## src/sv/dlpom_pkg.sv

```systemverilog
// ============================================================================
// dlpom_pkg - shared constants and types for the low-pulse occupancy meter
// Sizes, register and command codes, reset values and sequencer states.
// ============================================================================
package dlpom_pkg;

	localparam int HISTORY_DEPTH = 8;
	localparam int CHANNELS      = 2;

	localparam int WIN_W   = 20;
	localparam int LEN_W   = 16;
	localparam int COEFF_W = 8;
	localparam int RATIO_W = 15;
	localparam int USED_OUT_W = 4;

	localparam int SLOT_W  = (HISTORY_DEPTH > 1) ? $clog2(HISTORY_DEPTH) : 1;
	localparam int USED_W  = $clog2(HISTORY_DEPTH + 1);
	localparam int M_W     = USED_W + COEFF_W;           // windows * coeff
	localparam int DEN_W   = WIN_W + M_W;                // full divisor
	localparam int SUM_W   = WIN_W + $clog2(HISTORY_DEPTH);
	localparam int NUM_W   = SUM_W + RATIO_W;            // sum * 25600
	localparam int REM_W   = DEN_W + 1;
	localparam int CNT_W   = $clog2(NUM_W + 1);

	localparam int ADDR_W  = 4;
	localparam int DATA_W  = 32;

	localparam logic [RATIO_W-1:0] RATIO_FULL = RATIO_W'(25600);
	localparam logic [WIN_W-1:0]   TOTAL_MAX  = {WIN_W{1'b1}};
	localparam logic [LEN_W-1:0]   LEN_MAX    = {LEN_W{1'b1}};

	localparam logic [WIN_W-1:0]   WINDOW_RST = WIN_W'(30000);
	localparam logic [LEN_W-1:0]   MIN_RST    = LEN_W'(10);
	localparam logic [LEN_W-1:0]   MAX_RST    = LEN_W'(90);
	localparam logic [COEFF_W-1:0] COEFF_RST  = COEFF_W'(1);

	typedef enum logic [1:0] {
		REG_WINDOW,
		REG_MIN_PULSE,
		REG_MAX_PULSE,
		REG_COEFF
	} reg_idx_t;

	typedef enum logic {
		CMD_TICK    = 1'b0,
		CMD_RESTART = 1'b1
	} cmd_t;

	typedef enum logic [2:0] {
		ST_IDLE,
		ST_SUM,
		ST_MUL,
		ST_DIV_INIT,
		ST_DIV,
		ST_DONE
	} state_t;

endpackage

```

## src/sv/dlpom_if.sv

```systemverilog
// ============================================================================
// dlpom channel interfaces - tick input and ratio result streams
// valid/ready handshake; a transfer happens when both are high at clk.
// ============================================================================
interface dlpom_in_if;
	logic valid;
	logic ready;
	logic command;
	logic level_coarse;
	logic level_fine;

	modport source (output valid, output command, output level_coarse,
		output level_fine, input ready);
	modport sink (input valid, input command, input level_coarse,
		input level_fine, output ready);
endinterface

interface dlpom_out_if;
	logic valid;
	logic ready;
	logic [dlpom_pkg::RATIO_W-1:0]    ratio_coarse_q8;
	logic [dlpom_pkg::RATIO_W-1:0]    ratio_fine_q8;
	logic [dlpom_pkg::USED_OUT_W-1:0] windows_used;

	modport source (output valid, output ratio_coarse_q8, output ratio_fine_q8,
		output windows_used, input ready);
	modport sink (input valid, input ratio_coarse_q8, input ratio_fine_q8,
		input windows_used, output ready);
endinterface

```

## src/sv/dual_low_pulse_occupancy_meter.sv

```systemverilog
// ============================================================================
// dual_low_pulse_occupancy_meter - dust sensor low-pulse occupancy ratios
// Per-channel pulse timing, moving-average ring and bit-serial ratio divide.
// ============================================================================
// A tick that does not close a window, or a restart, leaves the block idle.
// A tick that closes a window runs a sequence before a valid result: ring
// update, shift-add multiply for the divisor one multiplier bit per cycle,
// then restoring divide one quotient bit per cycle, then a wait for the
// result register to free up. Input is not taken during that sequence.
// Reset (arst_n low, async): registers to defaults, control state cleared.
// ============================================================================
module dual_low_pulse_occupancy_meter (
	input  logic clk,
	input  logic arst_n,
	dlpom_in_if.sink    in_ch,
	dlpom_out_if.source out_ch,
	input  logic                           psel,
	input  logic                           penable,
	input  logic                           pwrite,
	input  logic [dlpom_pkg::ADDR_W-1:0]   paddr,
	input  logic [dlpom_pkg::DATA_W-1:0]   pwdata,
	output logic [dlpom_pkg::DATA_W-1:0]   prdata,
	output logic                           pready
);

	localparam int D  = dlpom_pkg::HISTORY_DEPTH;
	localparam int CH = dlpom_pkg::CHANNELS;

	// ---------------------------------------------------------------- config
	logic [dlpom_pkg::WIN_W-1:0]   window_q;
	logic [dlpom_pkg::LEN_W-1:0]   min_pulse_q;
	logic [dlpom_pkg::LEN_W-1:0]   max_pulse_q;
	logic [dlpom_pkg::COEFF_W-1:0] coeff_q;
	dlpom_pkg::reg_idx_t           reg_idx;
	logic                          cfg_wr;

	assign reg_idx = dlpom_pkg::reg_idx_t'(paddr[3:2]);
	assign cfg_wr  = psel && penable && pwrite;
	assign pready  = 1'b1;

	always_ff @(posedge clk or negedge arst_n) begin
		if (!arst_n) begin
			window_q    <= dlpom_pkg::WINDOW_RST;
			min_pulse_q <= dlpom_pkg::MIN_RST;
			max_pulse_q <= dlpom_pkg::MAX_RST;
			coeff_q     <= dlpom_pkg::COEFF_RST;
		end else if (cfg_wr) begin
			case (reg_idx)
				dlpom_pkg::REG_WINDOW:    window_q    <= pwdata[dlpom_pkg::WIN_W-1:0];
				dlpom_pkg::REG_MIN_PULSE: min_pulse_q <= pwdata[dlpom_pkg::LEN_W-1:0];
				dlpom_pkg::REG_MAX_PULSE: max_pulse_q <= pwdata[dlpom_pkg::LEN_W-1:0];
				dlpom_pkg::REG_COEFF:     coeff_q     <= pwdata[dlpom_pkg::COEFF_W-1:0];
				default: ;
			endcase
		end
	end

	always_comb begin
		case (reg_idx)
			dlpom_pkg::REG_WINDOW:    prdata = dlpom_pkg::DATA_W'(window_q);
			dlpom_pkg::REG_MIN_PULSE: prdata = dlpom_pkg::DATA_W'(min_pulse_q);
			dlpom_pkg::REG_MAX_PULSE: prdata = dlpom_pkg::DATA_W'(max_pulse_q);
			dlpom_pkg::REG_COEFF:     prdata = dlpom_pkg::DATA_W'(coeff_q);
			default:                  prdata = '0;
		endcase
	end

	// zero window / zero divisor behave as one
	logic [dlpom_pkg::WIN_W-1:0]   win_eff;
	logic [dlpom_pkg::COEFF_W-1:0] coeff_eff;
	assign win_eff   = (window_q == '0) ? dlpom_pkg::WIN_W'(1) : window_q;
	assign coeff_eff = (coeff_q == '0) ? dlpom_pkg::COEFF_W'(1) : coeff_q;

	// ------------------------------------------------------------- sequencer
	dlpom_pkg::state_t state_q, state_d;
	logic [dlpom_pkg::CNT_W-1:0] cnt_q;
	logic in_accept, tick_go, win_close, out_load;
	logic out_valid_q;

	assign in_accept = in_ch.valid && in_ch.ready;
	assign tick_go   = in_accept && (in_ch.command == dlpom_pkg::CMD_TICK);

	always_ff @(posedge clk or negedge arst_n) begin
		if (!arst_n) state_q <= dlpom_pkg::ST_IDLE;
		else         state_q <= state_d;
	end

	always_comb begin
		state_d     = state_q;
		in_ch.ready = 1'b0;
		out_load    = 1'b0;
		case (state_q)
			dlpom_pkg::ST_IDLE: begin
				in_ch.ready = 1'b1;
				if (tick_go && win_close) state_d = dlpom_pkg::ST_SUM;
			end
			dlpom_pkg::ST_SUM: state_d = dlpom_pkg::ST_MUL;
			dlpom_pkg::ST_MUL: begin
				if (cnt_q == '0) state_d = dlpom_pkg::ST_DIV_INIT;
			end
			dlpom_pkg::ST_DIV_INIT: state_d = dlpom_pkg::ST_DIV;
			dlpom_pkg::ST_DIV: begin
				if (cnt_q == '0) state_d = dlpom_pkg::ST_DONE;
			end
			dlpom_pkg::ST_DONE: begin
				// wait for the result register to free up
				if (!out_valid_q || out_ch.ready) begin
					out_load = 1'b1;
					state_d  = dlpom_pkg::ST_IDLE;
				end
			end
			default: state_d = dlpom_pkg::ST_IDLE;
		endcase
	end

	always_ff @(posedge clk or negedge arst_n) begin
		if (!arst_n) begin
			cnt_q <= '0;
		end else begin
			case (state_q)
				dlpom_pkg::ST_SUM:      cnt_q <= dlpom_pkg::CNT_W'(dlpom_pkg::M_W - 1);
				dlpom_pkg::ST_DIV_INIT: cnt_q <= dlpom_pkg::CNT_W'(dlpom_pkg::NUM_W - 1);
				dlpom_pkg::ST_MUL,
				dlpom_pkg::ST_DIV:      cnt_q <= cnt_q - 1'b1;
				default: ;
			endcase
		end
	end

	// ---------------------------------------------------------- window timer
	logic [dlpom_pkg::WIN_W-1:0] ticks_q, ticks_inc;
	assign ticks_inc = (ticks_q == dlpom_pkg::TOTAL_MAX) ? ticks_q : ticks_q + 1'b1;
	assign win_close = (ticks_inc >= win_eff);

	always_ff @(posedge clk or negedge arst_n) begin
		if (!arst_n) begin
			ticks_q <= '0;
		end else if (in_accept) begin
			if ((in_ch.command == dlpom_pkg::CMD_RESTART) || win_close) ticks_q <= '0;
			else                                                        ticks_q <= ticks_inc;
		end
	end

	// ------------------------------------------------------- ring bookkeeping
	logic [dlpom_pkg::USED_W-1:0] filled_q, filled_nx;
	logic [dlpom_pkg::SLOT_W-1:0] slot_q;
	logic                         ring_full;

	assign ring_full = (filled_q == dlpom_pkg::USED_W'(D));
	assign filled_nx = ring_full ? filled_q : filled_q + 1'b1;

	always_ff @(posedge clk or negedge arst_n) begin
		if (!arst_n) begin
			filled_q <= '0;
			slot_q   <= '0;
		end else if (state_q == dlpom_pkg::ST_SUM) begin
			filled_q <= filled_nx;
			slot_q   <= (slot_q == dlpom_pkg::SLOT_W'(D - 1)) ? '0 : slot_q + 1'b1;
		end
	end

	// -------------------------------------------------- divisor, shift-add
	// den = win * (windows * coeff), one multiplier bit per cycle
	logic [dlpom_pkg::DEN_W-1:0] den_q, mcand_q;
	logic [dlpom_pkg::M_W-1:0]   mplier_q;

	always_ff @(posedge clk) begin
		case (state_q)
			dlpom_pkg::ST_SUM: begin
				den_q    <= '0;
				mcand_q  <= dlpom_pkg::DEN_W'(win_eff);
				mplier_q <= dlpom_pkg::M_W'(filled_nx) * dlpom_pkg::M_W'(coeff_eff);
			end
			dlpom_pkg::ST_MUL: begin
				if (mplier_q[0]) den_q <= den_q + mcand_q;
				mcand_q  <= mcand_q << 1;
				mplier_q <= mplier_q >> 1;
			end
			default: ;
		endcase
	end

	// ----------------------------------------------------------- channels
	logic                             lvl     [CH];
	logic [dlpom_pkg::RATIO_W-1:0]    ratio_q [CH];

	for (genvar c = 0; c < CH; c++) begin : g_lane
		logic                          active_q;
		logic [dlpom_pkg::LEN_W-1:0]   len_q, len_inc;
		logic [dlpom_pkg::WIN_W-1:0]   total_q, total_add;
		logic [dlpom_pkg::WIN_W:0]     total_wide;
		logic                          counted;
		logic [dlpom_pkg::SUM_W-1:0]   sum_q;
		logic [dlpom_pkg::WIN_W-1:0]   ring_q [D];
		logic [dlpom_pkg::WIN_W-1:0]   ring_rd_q, ring_old;
		logic [dlpom_pkg::NUM_W-1:0]   num_q, num_init;
		logic [dlpom_pkg::DEN_W-1:0]   rem_q;
		logic [dlpom_pkg::REM_W-1:0]   rem_sh, rem_sub;
		logic                          q_bit;
		logic [dlpom_pkg::RATIO_W-1:0] quo_q;
		logic                          ovf_q;

		if (c == 0) begin : g_pin0
			assign lvl[c] = in_ch.level_coarse;
		end else if (c == 1) begin : g_pin1
			assign lvl[c] = in_ch.level_fine;
		end else begin : g_pin_none
			assign lvl[c] = 1'b1;
		end

		// pulse timing: length counts every tick after the first low one,
		// the release tick included
		assign len_inc    = (len_q == dlpom_pkg::LEN_MAX) ? len_q : len_q + 1'b1;
		assign counted    = (len_inc >= min_pulse_q) && (len_inc <= max_pulse_q);
		assign total_wide = {1'b0, total_q} + (dlpom_pkg::WIN_W + 1)'(len_inc);
		assign total_add  = total_wide[dlpom_pkg::WIN_W] ? dlpom_pkg::TOTAL_MAX :
			total_wide[dlpom_pkg::WIN_W-1:0];

		always_ff @(posedge clk or negedge arst_n) begin
			if (!arst_n) begin
				active_q <= 1'b0;
				len_q    <= '0;
				total_q  <= '0;
			end else if (tick_go) begin
				if (!active_q) begin
					if (!lvl[c]) begin
						active_q <= 1'b1;
						len_q    <= '0;
					end
				end else if (!lvl[c]) begin
					len_q <= len_inc;
				end else begin
					if (counted) total_q <= total_add;
					active_q <= 1'b0;
					len_q    <= '0;
				end
			end else if (state_q == dlpom_pkg::ST_SUM) begin
				total_q <= '0;
			end
		end

		// history ring: slots past the fill count were never written
		always_ff @(posedge clk) begin
			ring_rd_q <= ring_q[slot_q];
			if (state_q == dlpom_pkg::ST_SUM) ring_q[slot_q] <= total_q;
		end

		assign ring_old = ring_full ? ring_rd_q : '0;

		always_ff @(posedge clk or negedge arst_n) begin
			if (!arst_n) begin
				sum_q <= '0;
			end else if (state_q == dlpom_pkg::ST_SUM) begin
				sum_q <= sum_q - dlpom_pkg::SUM_W'(ring_old) + dlpom_pkg::SUM_W'(total_q);
			end
		end

		// numerator sum * 25600 = (sum * (64 + 32 + 4)) << 8
		assign num_init = (dlpom_pkg::NUM_W'(sum_q) << 14) +
			(dlpom_pkg::NUM_W'(sum_q) << 13) + (dlpom_pkg::NUM_W'(sum_q) << 10);

		// restoring divide, one quotient bit per cycle; bits above the
		// result width only set the overflow flag
		assign rem_sh  = {rem_q, num_q[dlpom_pkg::NUM_W-1]};
		assign q_bit   = (rem_sh >= {1'b0, den_q});
		assign rem_sub = q_bit ? rem_sh - {1'b0, den_q} : rem_sh;

		always_ff @(posedge clk) begin
			case (state_q)
				dlpom_pkg::ST_DIV_INIT: begin
					num_q <= num_init;
					rem_q <= '0;
					quo_q <= '0;
					ovf_q <= 1'b0;
				end
				dlpom_pkg::ST_DIV: begin
					num_q <= num_q << 1;
					rem_q <= rem_sub[dlpom_pkg::DEN_W-1:0];
					quo_q <= {quo_q[dlpom_pkg::RATIO_W-2:0], q_bit};
					ovf_q <= ovf_q | quo_q[dlpom_pkg::RATIO_W-1];
				end
				default: ;
			endcase
		end

		always_ff @(posedge clk) begin
			if (out_load) begin
				ratio_q[c] <= (ovf_q || (quo_q > dlpom_pkg::RATIO_FULL)) ?
					dlpom_pkg::RATIO_FULL : quo_q;
			end
		end
	end

	// ------------------------------------------------------- result register
	logic [dlpom_pkg::USED_OUT_W-1:0] used_q;

	always_ff @(posedge clk or negedge arst_n) begin
		if (!arst_n) begin
			out_valid_q <= 1'b0;
		end else if (out_load) begin
			out_valid_q <= 1'b1;
		end else if (out_ch.ready) begin
			out_valid_q <= 1'b0;
		end
	end

	always_ff @(posedge clk) begin
		if (out_load) used_q <= dlpom_pkg::USED_OUT_W'(filled_q);
	end

	assign out_ch.valid           = out_valid_q;
	assign out_ch.ratio_coarse_q8 = ratio_q[0];
	assign out_ch.windows_used    = used_q;

	if (CH > 1) begin : g_fine_out
		assign out_ch.ratio_fine_q8 = ratio_q[1];
	end else begin : g_fine_none
		assign out_ch.ratio_fine_q8 = '0;
	end

endmodule

```

## src/flat_wrapper.sv

```systemverilog
// flat-port wrapper written by rule: the top's interface ports become plain ports
module dual_low_pulse_occupancy_meter_flat 
  (clk, arst_n, psel, penable, pwrite, paddr, pwdata, prdata, pready, in_ch_valid, in_ch_command, in_ch_level_coarse, in_ch_level_fine, in_ch_ready, out_ch_valid, out_ch_ratio_coarse_q8, out_ch_ratio_fine_q8, out_ch_windows_used, out_ch_ready);
  dlpom_in_if in_ch_i ();
  dlpom_out_if out_ch_i ();
  input  logic clk;
  input  logic arst_n;
  input  logic psel;
  input  logic penable;
  input  logic pwrite;
  input  logic [dlpom_pkg::ADDR_W-1:0] paddr;
  input  logic [dlpom_pkg::DATA_W-1:0] pwdata;
  output logic [dlpom_pkg::DATA_W-1:0] prdata;
  output logic pready;
  input wire logic [$bits(in_ch_i.valid)-1:0] in_ch_valid;
  input wire logic [$bits(in_ch_i.command)-1:0] in_ch_command;
  input wire logic [$bits(in_ch_i.level_coarse)-1:0] in_ch_level_coarse;
  input wire logic [$bits(in_ch_i.level_fine)-1:0] in_ch_level_fine;
  output wire logic [$bits(in_ch_i.ready)-1:0] in_ch_ready;
  output wire logic [$bits(out_ch_i.valid)-1:0] out_ch_valid;
  output wire logic [$bits(out_ch_i.ratio_coarse_q8)-1:0] out_ch_ratio_coarse_q8;
  output wire logic [$bits(out_ch_i.ratio_fine_q8)-1:0] out_ch_ratio_fine_q8;
  output wire logic [$bits(out_ch_i.windows_used)-1:0] out_ch_windows_used;
  input wire logic [$bits(out_ch_i.ready)-1:0] out_ch_ready;
  assign in_ch_i.valid = in_ch_valid;
  assign in_ch_i.command = in_ch_command;
  assign in_ch_i.level_coarse = in_ch_level_coarse;
  assign in_ch_i.level_fine = in_ch_level_fine;
  assign in_ch_ready = in_ch_i.ready;
  assign out_ch_valid = out_ch_i.valid;
  assign out_ch_ratio_coarse_q8 = out_ch_i.ratio_coarse_q8;
  assign out_ch_ratio_fine_q8 = out_ch_i.ratio_fine_q8;
  assign out_ch_windows_used = out_ch_i.windows_used;
  assign out_ch_i.ready = out_ch_ready;
  dual_low_pulse_occupancy_meter u_core (.clk(clk), .arst_n(arst_n), .in_ch(in_ch_i), .out_ch(out_ch_i), .psel(psel), .penable(penable), .pwrite(pwrite), .paddr(paddr), .pwdata(pwdata), .prdata(prdata), .pready(pready));
endmodule
```

## config.mk

```make
export PLATFORM = sky130hd
export DESIGN_NAME = dual_low_pulse_occupancy_meter_flat
export DESIGN_NICKNAME = d
export VERILOG_FILES = /design/src/sv/dlpom_pkg.sv /design/src/sv/dlpom_if.sv /design/src/sv/dual_low_pulse_occupancy_meter.sv /design/src/flat_wrapper.sv
export SDC_FILE = /design/constraint.sdc
export NUM_CORES = 2
export LEC_CHECK = 0
export BUFFER_PORTS_ARGS = -buffer_cell sky130_fd_sc_hd__buf_4
export CORE_AREA = 2 2 360 362
export CTS_CLUSTER_SIZE = 25
export DETAILED_ROUTE_END_ITERATION = 6
export DIE_AREA = 0 0 362 364
export MAX_ROUTING_LAYER = met4
export PLACE_DENSITY = 0.55
export SETUP_SLACK_MARGIN = 0.1
export SLEW_MARGIN = 20
export SYNTH_ARGS = -nofsm -noshare
export SYNTH_HDL_FRONTEND = slang
export SYNTH_SLANG_ARGS = --single-unit
```

## constraint.sdc

```tcl
create_clock -name clk -period 14.4 [get_ports clk]
set_input_delay 2.88 -clock clk [delete_from_list [all_inputs] [get_ports clk]]
set_output_delay 2.88 -clock clk [all_outputs]
set_load 0.05 [all_outputs]
```

After elaboration in Yosys (flattened, before gate mapping)
Memories as Yosys holds them, arrays and structs flattened. A register that Yosys moved wholly into a read port is not among the register bits.
Index checks and enable logic that the tools add are counted.
- memories: 3
- RAM bits: 350
- flip-flop bits (word level): 469
- bits of input ports: 46
- $mul: 1
- add/sub/neg operators: 19
- equality and inequality tests: 26
- bitwise operators: 3
- reductions and logical operators: 33
- muxes and demuxes: 61
- order comparisons: 9
- memory list (memory ; words ; bits a word ; read ports ; clocked after memory_dff ; wr ports ; RTL line ; RTL):
    u_core.g_lane[0].ring_q ; 8 ; 20 ; 1 ; 1 ; 1 ; dual_low_pulse_occupancy_meter.sv:194 ; logic [dlpom_pkg::WIN_W-1:0] ring_q [D];
    u_core.g_lane[1].ring_q ; 8 ; 20 ; 1 ; 1 ; 1 ; dual_low_pulse_occupancy_meter.sv:194 ;
    u_core.ratio_q ; 2 ; 15 ; 2 ; 0 ; 2 ; dual_low_pulse_occupancy_meter.sv:185 ; logic [dlpom_pkg::RATIO_W-1:0] ratio_q [CH];
- operator list (operator ; count):
    $mux 20 ; 16
    $pmux 32 s2 ; 4
    $pmux 38 s2 ; 2
    $mux 16 ; 8
    $pmux 32 s4 ; 1
    $mux 32 ; 3
    $add 37x36->38 ; 2
    $add 38x33->38 ; 2
    $ge 33x32->1 ; 2
    $sub 32x32->32 ; 2
    $pmux 15 s2 ; 2
    $add 23x20->23 ; 2
    $sub 23x20->23 ; 2
    $add 20x16->21 ; 2
    $add 16x1->16 const B ; 2
    $add 32x32->32 ; 1
    $eq 16x16->1 const B ; 2
    $ge 16x16->1 ; 2
    $le 16x16->1 ; 2
    $gt 15x15->1 const B ; 2
    $mux 15 ; 2
    $pmux 12 s2 ; 1
    $add 20x1->20 const B ; 1
    $eq 20x20->1 const B ; 1
    35 further kinds ; 86

Longest topological paths before layout
- depth in word-level cells: 8
- depth in mapped cells: 24
- mapped depth without buffers: 20

Worst setup path before layout
Ideal clock, no wire load.
- path kind: input-to-output
- start: input port paddr[3] in the netlist's numbering
- end: output port prdata[10] in the netlist's numbering
- cell stages on the path: 4
- slack: 6.767 ns
- arrival: 4.753 ns
- data required time: 11.520 ns
- path buffers: 2
- cells stage by stage: clkbuf_1 buf_1 mux2i_1 o21ai_0
- word-level cells in the longest chain between the ends: 2
- ends and longest elaborated chain (what ; RTL line ; RTL):
    from (decl) ; flat_wrapper.sv:11 ; input logic [dlpom_pkg::ADDR_W-1:0] paddr;
    $eq 2x2->1 (tied with other cells) ; dual_low_pulse_occupancy_meter.sv:59 ; case (reg_idx)
    $pmux 32 s4 * ; dual_low_pulse_occupancy_meter.sv:59 ;
    to (decl) ; flat_wrapper.sv:13 ; output logic [dlpom_pkg::DATA_W-1:0] prdata;
Mark *: on every way between the ends. The rest lies on a longest branch, timed or not. The select of a mux whose other input is x is not followed.

Final worst setup path
- start: input port paddr[2] in the netlist's numbering
- end: output port prdata[15] in the netlist's numbering
Same word-level chain as after synthesis.

==> flow_summary.yaml <==
run_status:
  status: "complete, no violations"
timing:
  fin_crit_ps: 7116
  fin_skew_ps: 40.33
  whs_ps: 469.7
  fmax_mhz: 140.5
  setup_viol: 0
  finalHoldViolCount: 0
  relSlewSlack: 0.2994
  fin_tns_setup_ps: 0
  min_period_over_period: 0.4941
  rsz0062_at_grt: "false"
  drv_slew: 0
  tightest_slew_ps: 1051
cts:
  ctsLongestPathBuffers: 3
  h-tree-depth: 3
  cts_resized: 0
  cts_buffers: 93
  clock_latency_ps: 720
  clock-root-buffer: "clkbuf_16"
  holdBufCountCts: 0
  clkTransAtPathRegs_ps: 60
  cts.sinks: 839
  cts_tree: "built"
  post-cts-setup-buffers: 0
power_and_ir_drop:
  clock_power_share: 0.331
  powerDensity_nw_per_um2: 141.2
  cellLeakagePower_nw: 22.72
  power_frac_seq: 0.393
  netSwitchingFraction: 0.3236
  max-vdd-ir-drop_v: 0.0001201
  power.internal_mw: 5.175
  comb_power_share: 0.276
  switching_power_mw: 2.476
final_layout:
  drive_above_1_share: 0.08619
  stdcell_area_um2: 54160
  regArea_um2: 23730
  final_cells: 6340
  syn_to_final_growth_pct: 11.98
  multiInputGateArea_um2: 22750
  fin_util: 0.4221
  nNetsFinal: 5063
  fillers: 12140
yosys:
  synth.yosys.seq_area_share: 0.4905
  ys_async_sr_fraction: 0.2586
  syn_area_per_cell_um2: 10.69
  yosys-top-cells-area: "edfxtp_1 (36%), dfrtp_1 (11%), ha_1 (8.7%), fa_1 (4.0%), nand2_1 (3.2%)"
  ys_types: 89
  synth_edf_count: 582
  synth-seq-cells: 839
  yosysTopAreaCellShare: 0.3613
  yosys_warnings: 0
  synth_top_cell_by_area: "edfxtp_1"
  yosysMostFrequentCell: "edfxtp_1"
  syn_area_um2: 48370
  ys_top_cells_by_count: "edfxtp_1 (582), nand2_1 (417), inv_1 (351)"
  synthCells: 4523
  synthFlopType: "edfxtp_1"
floorplan:
  rows: 132
  io_pins: 115
  die_w_um: 362
  dieArea_um2: 131800
  fp.dieH_um: 364
  start_util: 0.3769
  coreArea_um2: 128300
drt:
  drc: 0
  vias: 33480
  dr.pass1.iters: 6
  viasPerCell: 5.280
  drtIter0Drc: 2169
  routed_wl_mm: 121.1
  wl_per_cell_um: 19.10
  ant_nets: 0
global_routing:
  grt_usage: 0.1910
  grt_pass1_vias: 33540
  grt_first_pass_wirelength_mm: 192.6
  grt_antenna_before_repair: 1
  grt_start_max_net_pins: 103
  grt_overflow_total: 0
setup_path:
  worst_setup_path_start_kind: "primary input"
  setup.worst_path.end_class: "primary output"
  cp_slowest_cell: "nor2b_1"
  critPathBufInv: 2
  path_common_cell: "buf_4"
  path_class: "primary input to primary output"
  path_cells: "buf_4, nor2b_1, nand2_1, o21ai_0, buf_4"
  crit_path_max_fanout: 24
  critical-path-top-delay-family: "simple AND/OR/NAND/NOR gates"
  crit_arrival_ps: 4240
  max_stage_delay_ps: 570
  required_ps: 11520
placement:
  placed_area_um2: 50880
  dp.cells: 6164
  io_buffers: 87
  gp_congestion: 0.8575
  dp_hpwl_mm: 80.70
flow_run:
  max-cap-violations: 0
worst_hold_path:
  worstHoldPathType: "flip-flop to flip-flop"
## layer usage
layer	share of wire	vias to the layer above	wire, um	track usage
met5	0	-	0	-
met4	0.026	0	3203	0.05523
met3	0.035	172	4276	0.02540
met2	0.48	579	57900	0.3162
met1	0.46	16240	55720	0.2448
li1	-	16490	-	-
## final timing paths
path / end / cells after the start / from / slack [ps]
worst max register to register: u_core.g_lane[0].total_q[19]$_DFFE_PN0P_ / 17 / u_core.g_lane[0].len_q[3]$_DFFE_PN0P_ / 8760
worst min-delay path: u_core.g_lane[1].ring_rd_q[9]$_DFF_P_ / 2 / u_core.g_lane[1].ring_q[5][9]$_DFFE_PP_ / 470
max in group asynchronous: u_core.state_q[2]$_DFFE_PN0P_ / 3 / arst_n / 10020
worst min register to register: u_core.g_lane[1].ring_rd_q[9]$_DFF_P_ / 2 / u_core.g_lane[1].ring_q[5][9]$_DFFE_PP_ / 470
min in group asynchronous: u_core.g_lane[1].len_q[8]$_DFFE_PN0P_ / 1 / arst_n / 2200
worst max-delay path: prdata[15] / 5 / paddr[2] / 7280
## flip-flops by register name, summed over array words and instances, names as in the netlist, 6 cells and up
register                 flops
u_core.coeff_q               8
u_core.ticks_q              20
u_core.ratio_q              30
u_core.window_q             20
u_core.g_lane.total_q       40
u_core.cnt_q                 6
u_core.min_pulse_q          16
u_core.den_q                32
u_core.max_pulse_q          16
u_core.g_lane.num_q         56
u_core.g_lane.quo_q         30
u_core.g_lane.rem_q         64
u_core.g_lane.sum_q         46
u_core.g_lane.len_q         32
u_core.mcand_q              32
u_core.mplier_q             12
u_core.g_lane.ring_rd_q     40
u_core.g_lane.ring_q       320
## placed cells by master (no fill, tap or decap), drive strengths merged, types with 105 or more instances in the layout
| master | synthesis | layout |
|---|---|---|
| a22oi | 160 | 160 |
| buf | 32 | 132 |
| edfxtp | 582 | 582 |
| clkbuf | 145 | 129 |
| ha | 336 | 336 |
| a21oi | 256 | 256 |
| a21o | 122 | 122 |
| nor2 | 270 | 270 |
| xnor2 | 131 | 131 |
| inv | 351 | 352 |
| o21ai | 313 | 313 |
| and2 | 105 | 105 |
| dfrtp | 203 | 203 |
| nand2 | 417 | 417 |
## cell families after synthesis
kind of cell | share of synthesized area
other | 0.0001553
buffers and inverters | 0.04263
AO/OA/AOI/OAI | 0.1525
adder cells (fa/ha/maj) | 0.1271
multiplexers | 0.02142
flip-flops | 0.4905
XOR/XNOR | 0.03839
AND/OR/NAND/NOR | 0.1274
## per-stage QoR
step           worst slack [ps]  power, mW
2_1_floorplan              6767      4.610
3_3_place_gp               7292      5.143
3_5_place_dp               7286      5.171
4_1_cts                    7262      7.734
5_1_grt                    7122      8.111
6_report                   7284      7.651
## layout make-up
type	count	area share
Tap cell	1675	0.03869
Inverter	352	0.02439
Timing Repair Buffer	132	0.01843
Clock inverter	46	0.01222
Multi-Input combinational cell	3166	0.4201
Antenna cell	1	0.00004620
Sequential cell	839	0.4380
Clock buffer	129	0.04809
## power by group through the flow
| stage | clock network, mW | registers, mW | logic [mW] |
|---|---|---|---|
| after floorplan | 0 | 2.98 | 1.63 |
| after global placement | 0 | 3.05 | 2.09 |
| after detailed placement | 0 | 3.06 | 2.12 |
| after CTS | 2.60 | 3.01 | 2.13 |
| after global routing | 2.69 | 3.03 | 2.39 |
| final | 2.54 | 3.01 | 2.11 |
## tightest hold or removal path, cell delays in order (launching register included)
cell	delay, ps
edfxtp_1	320
a22oi_1	60
nand4_1	60
Note: power is estimated with default switching activity, not from simulation.
